File: src/pnc_pkg.sv
`timescale 1ns / 1ps

package pnc_pkg;

  // Width of the number field on the input port.
  localparam int unsigned IN_BITS  = 16;
  // Width of the divisor sum on the output port, and its saturation value.
  localparam int unsigned SUM_BITS = 18;
  localparam logic [SUM_BITS-1:0] SUM_MAX = '1;

  typedef enum logic [1:0] {
    S_IDLE,
    S_LAUNCH,
    S_WAIT,
    S_DONE
  } pnc_state_t;

endpackage

File: src/pnc_rem_unit.sv
`timescale 1ns / 1ps

// Restoring remainder unit: one quotient bit per cycle.
module pnc_rem_unit #(
  parameter int unsigned W = 16
) (
  input  logic         clk,
  input  logic         rst_n,
  input  logic         start,
  input  logic [W-1:0] dividend,
  input  logic [W-1:0] divisor,
  output logic         done,
  output logic [W-1:0] remainder
);

  localparam int unsigned CW = (W > 1) ? $clog2(W) : 1;

  logic          busy_r, busy_nxt;
  logic          done_r, done_nxt;
  logic [CW-1:0] cnt_r, cnt_nxt;
  logic [W-1:0]  rem_r, rem_nxt;
  logic [W-1:0]  dvd_r, dvd_nxt;
  logic [W-1:0]  dsr_r, dsr_nxt;
  logic [W:0]    trial;

  always_comb begin
    busy_nxt = busy_r;
    done_nxt = 1'b0;
    cnt_nxt  = cnt_r;
    rem_nxt  = rem_r;
    dvd_nxt  = dvd_r;
    dsr_nxt  = dsr_r;
    trial    = {rem_r, dvd_r[W-1]};
    if (start) begin
      busy_nxt = 1'b1;
      cnt_nxt  = '0;
      rem_nxt  = '0;
      dvd_nxt  = dividend;
      dsr_nxt  = divisor;
    end else if (busy_r) begin
      // Bring down the next dividend bit and subtract the divisor when it fits.
      if (trial >= {1'b0, dsr_r}) begin
        rem_nxt = W'(trial - {1'b0, dsr_r});
      end else begin
        rem_nxt = trial[W-1:0];
      end
      dvd_nxt = {dvd_r[W-2:0], 1'b0};
      cnt_nxt = cnt_r + CW'(1);
      if (cnt_r == CW'(W - 1)) begin
        busy_nxt = 1'b0;
        done_nxt = 1'b1;
      end
    end
  end

  always_ff @(posedge clk) begin
    if (!rst_n) begin
      busy_r <= 1'b0;
      done_r <= 1'b0;
      cnt_r  <= '0;
    end else begin
      busy_r <= busy_nxt;
      done_r <= done_nxt;
      cnt_r  <= cnt_nxt;
    end
  end

  always_ff @(posedge clk) begin
    rem_r <= rem_nxt;
    dvd_r <= dvd_nxt;
    dsr_r <= dsr_nxt;
  end

  assign done      = done_r;
  assign remainder = rem_r;

endmodule

File: src/perfect_number_check.sv
`timescale 1ns / 1ps

// Perfect number test by proper-divisor sum.
// The input channel (in_valid, in_ready, in_number) takes one number per request. The
// result channel (out_valid, out_ready, out_is_perfect, out_divisor_sum) returns one
// result per number: the sum of all divisors below the number, saturated at 262143,
// and a flag that is set when that sum equals the number. Numbers 0 and 1 give a sum of
// zero and are never perfect. Only the low NUMBER_BITS bits of the number are used.
// Every candidate from 1 to number-1 goes through one shared restoring remainder unit
// that produces one bit per cycle. The block works on one number at a time and holds
// in_ready low from acceptance until its result is in the output register; in_ready
// is high again in the same cycle as out_valid. The output register frees the
// sequencer, so the next number is taken while the previous result still waits. If
// the receiver stalls with a result unread when the next one is ready, the sequencer
// holds that finished result until out_ready.
// A synchronous reset (rst_n low) returns the sequencer to idle and drops out_valid.
module perfect_number_check #(
  parameter int unsigned NUMBER_BITS = 16
) (
  input  logic                            clk,
  input  logic                            rst_n,
  input  logic                            in_valid,
  output logic                            in_ready,
  input  logic [pnc_pkg::IN_BITS-1:0]     in_number,
  output logic                            out_valid,
  input  logic                            out_ready,
  output logic                            out_is_perfect,
  output logic [pnc_pkg::SUM_BITS-1:0]    out_divisor_sum
);

  import pnc_pkg::*;

  localparam int unsigned W  = NUMBER_BITS;
  // Adder width: wide enough for the sum plus any candidate, with a carry.
  localparam int unsigned AW = ((W > SUM_BITS) ? W : SUM_BITS) + 1;

  pnc_state_t          state_r, state_nxt;
  logic [W-1:0]        held_r, held_nxt;
  logic [W-1:0]        cand_r, cand_nxt;
  logic [SUM_BITS-1:0] sum_r, sum_nxt;
  logic                ovf_r, ovf_nxt;
  logic                ovalid_r, ovalid_nxt;
  logic                operf_r, operf_nxt;
  logic [SUM_BITS-1:0] osum_r, osum_nxt;

  logic                div_start;
  logic                div_done;
  logic [W-1:0]        div_rem;
  logic [W-1:0]        n_in;
  logic [AW-1:0]       sum_add;
  logic                accept;
  logic                out_free;

  // A size cast keeps exactly the low NUMBER_BITS bits of the number.
  assign n_in     = W'(in_number);
  assign accept   = in_valid && in_ready;
  assign out_free = !ovalid_r || out_ready;
  assign sum_add  = AW'(sum_r) + AW'(cand_r);

  pnc_rem_unit #(
    .W(W)
  ) u_rem (
    .clk       (clk),
    .rst_n     (rst_n),
    .start     (div_start),
    .dividend  (held_r),
    .divisor   (cand_r),
    .done      (div_done),
    .remainder (div_rem)
  );

  always_comb begin
    state_nxt  = state_r;
    held_nxt   = held_r;
    cand_nxt   = cand_r;
    sum_nxt    = sum_r;
    ovf_nxt    = ovf_r;
    ovalid_nxt = ovalid_r;
    operf_nxt  = operf_r;
    osum_nxt   = osum_r;
    div_start  = 1'b0;
    in_ready   = (state_r == S_IDLE);

    // The receiver taking the current result frees the output register.
    if (ovalid_r && out_ready) begin
      ovalid_nxt = 1'b0;
    end

    case (state_r)
      S_IDLE: begin
        if (accept) begin
          held_nxt = n_in;
          cand_nxt = W'(1);
          sum_nxt  = '0;
          ovf_nxt  = 1'b0;
          // Zero and one have no candidates at all.
          if (n_in < W'(2)) begin
            state_nxt = S_DONE;
          end else begin
            state_nxt = S_LAUNCH;
          end
        end
      end
      S_LAUNCH: begin
        div_start = 1'b1;
        state_nxt = S_WAIT;
      end
      S_WAIT: begin
        if (div_done) begin
          if (div_rem == '0) begin
            // Saturating accumulation; the overflow flag keeps a clipped sum from
            // ever matching the number.
            if (sum_add > AW'(SUM_MAX)) begin
              sum_nxt = SUM_MAX;
              ovf_nxt = 1'b1;
            end else begin
              sum_nxt = sum_add[SUM_BITS-1:0];
            end
          end
          if (cand_r == held_r - W'(1)) begin
            state_nxt = S_DONE;
          end else begin
            cand_nxt  = cand_r + W'(1);
            state_nxt = S_LAUNCH;
          end
        end
      end
      S_DONE: begin
        if (out_free) begin
          ovalid_nxt = 1'b1;
          osum_nxt   = sum_r;
          operf_nxt  = !ovf_r && (held_r != '0) && (AW'(sum_r) == AW'(held_r));
          state_nxt  = S_IDLE;
        end
      end
      default: begin
        state_nxt = S_IDLE;
      end
    endcase
  end

  always_ff @(posedge clk) begin
    if (!rst_n) begin
      state_r  <= S_IDLE;
      ovalid_r <= 1'b0;
    end else begin
      state_r  <= state_nxt;
      ovalid_r <= ovalid_nxt;
    end
  end

  always_ff @(posedge clk) begin
    held_r  <= held_nxt;
    cand_r  <= cand_nxt;
    sum_r   <= sum_nxt;
    ovf_r   <= ovf_nxt;
    operf_r <= operf_nxt;
    osum_r  <= osum_nxt;
  end

  assign out_valid       = ovalid_r;
  assign out_is_perfect  = operf_r;
  assign out_divisor_sum = osum_r;

endmodule

File: config.mk
export PLATFORM = sky130hd
export DESIGN_NAME = perfect_number_check
export DESIGN_NICKNAME = d
export VERILOG_FILES = /design/src/pnc_pkg.sv /design/src/pnc_rem_unit.sv /design/src/perfect_number_check.sv
export SDC_FILE = /design/constraint.sdc
export NUM_CORES = 1
export LEC_CHECK = 0
export BUFFER_PORTS_ARGS = -buffer_cell sky130_fd_sc_hd__buf_2
export CORE_MARGIN = 4
export CORE_UTILIZATION = 64
export DETAILED_ROUTE_END_ITERATION = 12
export PLACE_DENSITY = 0.82
export SYNTH_ARGS = -nofsm -noshare
export SYNTH_HDL_FRONTEND = slang
export SYNTH_SLANG_ARGS = --single-unit
File: constraint.sdc
create_clock -name clk -period 8.1 [get_ports clk]
set_input_delay 0.81 -clock clk [delete_from_list [all_inputs] [get_ports clk]]
set_output_delay 0.81 -clock clk [all_outputs]
set_load 0.01 [all_outputs]
==> Yosys cells after proc, flatten, opt, wreduce, memory -nomap -nowiden <==
Index checks and enable logic that the tools add are counted.
{ "totals": {"reg_bits": 127, "latch_bits": 0, "ram_bits": 0, "rom_bits": 0, "inputBits": 20, "out_inout_bits": 21, "word_cells": 87, "mem_count": 0} }
{ "classes": {"addsub": 5, "multipliers": 0, "n_div": 0, "magnitude_cmp": 3, "eq_ne": 12, "shift": 0, "mux": 31, "bitwise": 2, "n_reduce_logical": 20} }
{ "ops": {"columns": ["cell", "count"], "rows": [
  ["$mux 16", 6],
  ["$mux 18", 4],
  ["$pmux 18 s2", 1],
  ["$pmux 16 s2", 1],
  ["$add 18x16->19", 1],
  ["$gt 19x18->1 const B", 1],
  ["$eq 18x16->1", 1],
  ["$ge 17x16->1", 1],
  ["$add 16x1->16 const B", 1],
  ["$eq 16x16->1", 1],
  ["$logic_not 16->1", 1],
  ["$lt 16x2->1 const B", 1],
  ["$reduce_bool 16->1", 1],
  ["$sub 16x1->16 const B", 1],
  ["$sub 16x16->16", 1],
  ["$mux 1", 12],
  ["$mux 2", 5],
  ["$ne 2x2->1 const B", 4],
  ["$pmux 2 s4", 1],
  ["$reduce_and 4->1", 2],
  ["$reduce_and 5->1", 1],
  ["$add 4x1->4 const B", 1],
  ["$eq 2x2->1 const B", 2],
  ["$eq 4x4->1 const B", 1],
  ["13 further kinds", 21]
]} }

==> Logic depth before layout (Yosys ltp) <==
{ "depth": {"word_depth": 6, "ltp_mapped": 12, "depth_no_buf": 10} }

==> By module <==
Synthesis repeated with hierarchy kept, for this count alone.
{ "hier_totals": {"cells_unflattened": 722, "hier_area_um2": 7682.4} }
{ "modules_own_cells": {"columns": ["module", "instances", "cells_per_inst", "area_per_inst_um2", "seq_area_each_um2"], "rows": [
  ["perfect_number_check", 1, 419, 4479.3, 2162.1],
  ["pnc_rem_unit", 1, 303, 3203.1, 1401.3]
]} }

==> Worst setup path before layout <==
Ideal clock, no wire load.
{ "synth_path": {"path_type": "flip-flop to flip-flop", "startpoint": "register cand_r[0]", "endpoint": "register ovf_r (enable)", "setup_ns": 0.312, "t_arrival_ns": 2.552, "required_ns": 7.788, "slack_ns": 5.236, "path_stages_with_launch": 12, "path_buffers": 1, "synth_period_minus_slack_ns": 2.864, "cell_sequence": "edfxtp_1 > ha_1 > inv_1 > fa_1 > nor2b_1 > o31a_1 > o311a_1 > a41oi_1 > a21bo_2 > or2_2 > buf_2 > a21boi_0"} }
{ "synth_via": {"elab_chain_len": 4} }
{ "synth_lines": {"columns": ["item", "line_no", "text"], "rows": [
  ["from (decl)", "perfect_number_check.sv:39", "logic [W-1:0] cand_r, cand_nxt;"],
  ["from (signal assigned)", "perfect_number_check.sv:154", "cand_r <= cand_nxt;"],
  ["$add 18x16->19", "perfect_number_check.sv:58", "assign sum_add = AW'(sum_r) + AW'(cand_r);"],
  ["$gt 19x18->1", "perfect_number_check.sv:113", "if (sum_add > AW'(SUM_MAX)) begin"],
  ["$ne 2x2->1 (no line)", null, null],
  ["$reduce_and 5->1 (no line)", null, null],
  ["to (signal assigned)", "perfect_number_check.sv:156", "ovf_r <= ovf_nxt;"],
  ["to (decl)", "perfect_number_check.sv:41", "logic ovf_r, ovf_nxt;"]
]} }
Every way passes these cells.
A chain may end at the register's enable or synchronous reset.

==> Final worst setup path <==
Same ends and word-level chain as after synthesis.

==> qor.yml <==
power:
  power_density_nw_per_um2: 286
  power.total_mw: 2.36
  swShare_pct: 32.5
  irDropWorstVdd_uv: 283
  internal_power_mw: 1.59
  p_seq_share_pct: 37.6
  p_sw_uw: 767
  power_frac_comb_pct: 28.7
  p_leak_nw: 3.18
  clock_power_share_pct: 33.7
timing:
  rsz0062_at_grt: "no"
  tightest_slew_ns: 1.06
  fin_crit_sh_pct: 42.0
  tns_ns: 0
  fmax_ghz: 0.294
  hold_viol: 0
  setup_violations: 0
  min_period_ns: 3.40
  drv_slew: 0
  fin_hold_ws_ns: 0.497
  relSlewSlack_pct: 29.0
  skew_ns: 0.00792
grt:
  track_usage_pct: 29.2
  grt_pass1_wl_mm: 29.9
  grt_start_max_net_pins: 33
  gr-total-overflow: 0
  antenna_found_initial: 0
  grt_pass1_vias: 5860
logic_synthesis:
  postSynthAreaPerCell_um2: 9.97
  ys_types: 61
  synth_nets: 793
  syn_area_um2: 7330
  synth-edff-count: 102
  synth_seq_cells: 127
  synth_ff_type: "edfxtp_1"
  ys_warn_count: 0
  synthesis.instances: 735
  async_flop_share_pct: 0
  ys_seq_area_share_pct: 48.6
worst_setup_path:
  critPathTopFamily: "compound AO/OA/AOI/OAI gates"
  start_kind: "flop"
  slowest_delay_ns: 0.49
  path_cells: "ha_1 -> inv_1 -> fa_1 -> nor2b_1 -> o31a_1 -> o311a_1 -> a41oi_1 -> a21bo_2 -> or2_2 -> a21boi_0"
  crit_fanout: 16
  reg2regPathDepth: 10
  crit_arrival_ns: 3.51
  crit_type: "flop to flop"
  crit_cells: 10
  reg2reg_from: "cand_r[0]$_SDFFCE_PN1P_"
  cp-end-kind: "flop"
  reg2reg_setup_slack_ns: 4.70
  r2r_end: "ovf_r$_DFFE_PP_"
  critPathBufInv: 1
  cp_slowest_cell: "edfxtp_1"
  cp.required_ns: 8.21
cts:
  cts_root_buffer: "clkbuf_16"
  max-clock-path-buffers: 2
  cts_tree: "done"
  clk-insertion-delay-late_ns: 0.42
  cts_setup_buffers: 0
  clkTransAtPathRegs_ns: 0.06
  ctsResizeCount: 0
  clock_sinks: 127
  htree_levels: 4
  cts_inserted_buffers: 17
  ctsHoldBuffers: 0
placed_design:
  place_congestion: 0.914
  place.port_buffers: 40
  dpl.hpwl_mm: 12.7
  place_area_um2: 7650
drt:
  avgViaCountPerCell: 6.28
  wl_per_cell_um: 19.4
  drt_iter0_drc: 695
  drtPass1Iterations: 6
  num_vias: 5830
  routed_wl_mm: 18.0
  drc: 0
  final_antenna_net_count: 0
final_layout:
  fin_nets: 833
  final_area_um2: 8270
  mostFrequentLayoutCell: "edfxtp_1"
  area_growth_pct: 12.8
  final_cell_mix: "102 x edfxtp_1, 87 x nand2_1, 70 x a21oi_1, 56 x nor2_1, 49 x o21ai_0"
  n_antenna_cell: 0
  layout-drive-gt1-share_pct: 11.7
die:
  core.rowCount: 38
  initial_core_util_pct: 66.5
  die_h_um: 115
  die_width_um: 115
  die_area_um2: 13200
  core-area_um2: 11000
  ioPinCount: 41
min_path:
  worstHoldPathCells: 2
  hp-class: "flop to flop"
  hold-path-endpoint: "u_rem.remainder[7]$_SDFFE_PP0P_"
  hp-start: "u_rem.remainder[7]$_SDFFE_PP0P_"
flow_run:
  maxCapViolations: 0
run_status:
  status: "completed"
-- stage by stage --
| stage | util [%] | setup WS (ns) | cells |
|---|---|---|---|
| floorplan | - | 5.24 | 735 |
| global placement | 69.3 | 4.95 | 896 |
| CTS | 74.9 | 4.70 | 928 |
| global route | 74.9 | 4.39 | 928 |
| detailed placement | 69.3 | 4.76 | 896 |
| finish | 74.9 | 4.70 | 928 |
-- synth_stat cells, types with 6 or more instances --
master | number | area (um2)
nor2b_1 | 9 | 56.3
or3_1 | 6 | 37.5
xor2_1 | 38 | 333
nand2b_1 | 15 | 93.8
mux2i_1 | 15 | 150
a21oi_1 | 71 | 355
o21ai_0 | 49 | 245
dfxtp_1 | 25 | 500
o211ai_1 | 8 | 60.1
nor4_1 | 12 | 75.1
ha_1 | 36 | 450
nand2_1 | 87 | 327
nor3_1 | 13 | 65.1
clkbuf_1 | 16 | 60.1
edfxtp_1 | 102 | 3060
inv_1 | 32 | 120
and3_1 | 6 | 37.5
nor2_1 | 57 | 214
nand4_1 | 13 | 81.3
nand3_1 | 15 | 75.1
xnor2_1 | 29 | 254
-- registers in the layout (all words and copies together), names as in the netlist --
register,flops
out_divisor_sum,18
sum_r,18
cand_r,16
held_r,16
u_rem.dsr_r,16
u_rem.dvd_r,16
u_rem.remainder,16
u_rem.cnt_r,4
state_r,2
out_is_perfect,1
out_valid,1
ovf_r,1
u_rem.busy_r,1
u_rem.done,1
-- cell type report --
class / instances / area [um2]
clock inverters: 13 / 188
fillers: 756 / 2760
clock buffers: 19 / 433
repair buffers: 45 / 238
multi-input cells: 551 / 3550
inverters: 33 / 124
well taps: 140 / 175
flip-flops and latches: 127 / 3560
-- how the worst max path moves through the flow --
stage	start	to
floorplan	cand_r[0]$_SDFFCE_PN1P_	ovf_r$_DFFE_PP_
global placement	held_r[0]$_DFFE_PP_	cand_r[14]$_SDFFCE_PN0P_
detailed placement	cand_r[0]$_SDFFCE_PN1P_	ovf_r$_DFFE_PP_
CTS	cand_r[0]$_SDFFCE_PN1P_	ovf_r$_DFFE_PP_
global route	state_r[1]$_SDFFE_PN0P_	u_rem.dvd_r[12]$_DFFE_PP_
finish	cand_r[0]$_SDFFCE_PN1P_	ovf_r$_DFFE_PP_
-- metal layers --
metal,global-route usage [%],part of all wire [%],routed length [um],vias up
met4,14.5,3.8,688,0
met1,37.2,41,7390,2766
met3,6.32,6.3,1130,51
li1,-,-,-,2751
met2,47.5,49,8770,262
met5,0,0,0,-
-- logic make-up (layout without fill, tap and decap cells) --
kind of cell	Yosys count	after routing	synth area share (%)
simple gates	257	257	17.3
compound gates	171	171	13.7
flops	127	127	48.6
xor+xnor	67	67	8.00
buf+inv	57	110	3.21
fa+ha+maj	38	38	6.69
mux	18	18	2.51
-- tightest hold or removal path, cell delays in order, from the launching register on --
cell and delay (ns):
dfxtp_1 0.33, nand2_1 0.06, o21ai_0 0.06
-- power groups by stage --
stage | Clock (mW) | Sequential [mW] | Combinational (mW)
after CTS | 0.804 | 0.884 | 0.670
after floorplan | 0 | 0.856 | 0.534
after detailed placement | 0 | 0.896 | 0.663
after global placement | 0 | 0.894 | 0.635
final | 0.797 | 0.888 | 0.677
after global routing | 0.841 | 0.897 | 0.760
Power figures use the tool's default switching activity.
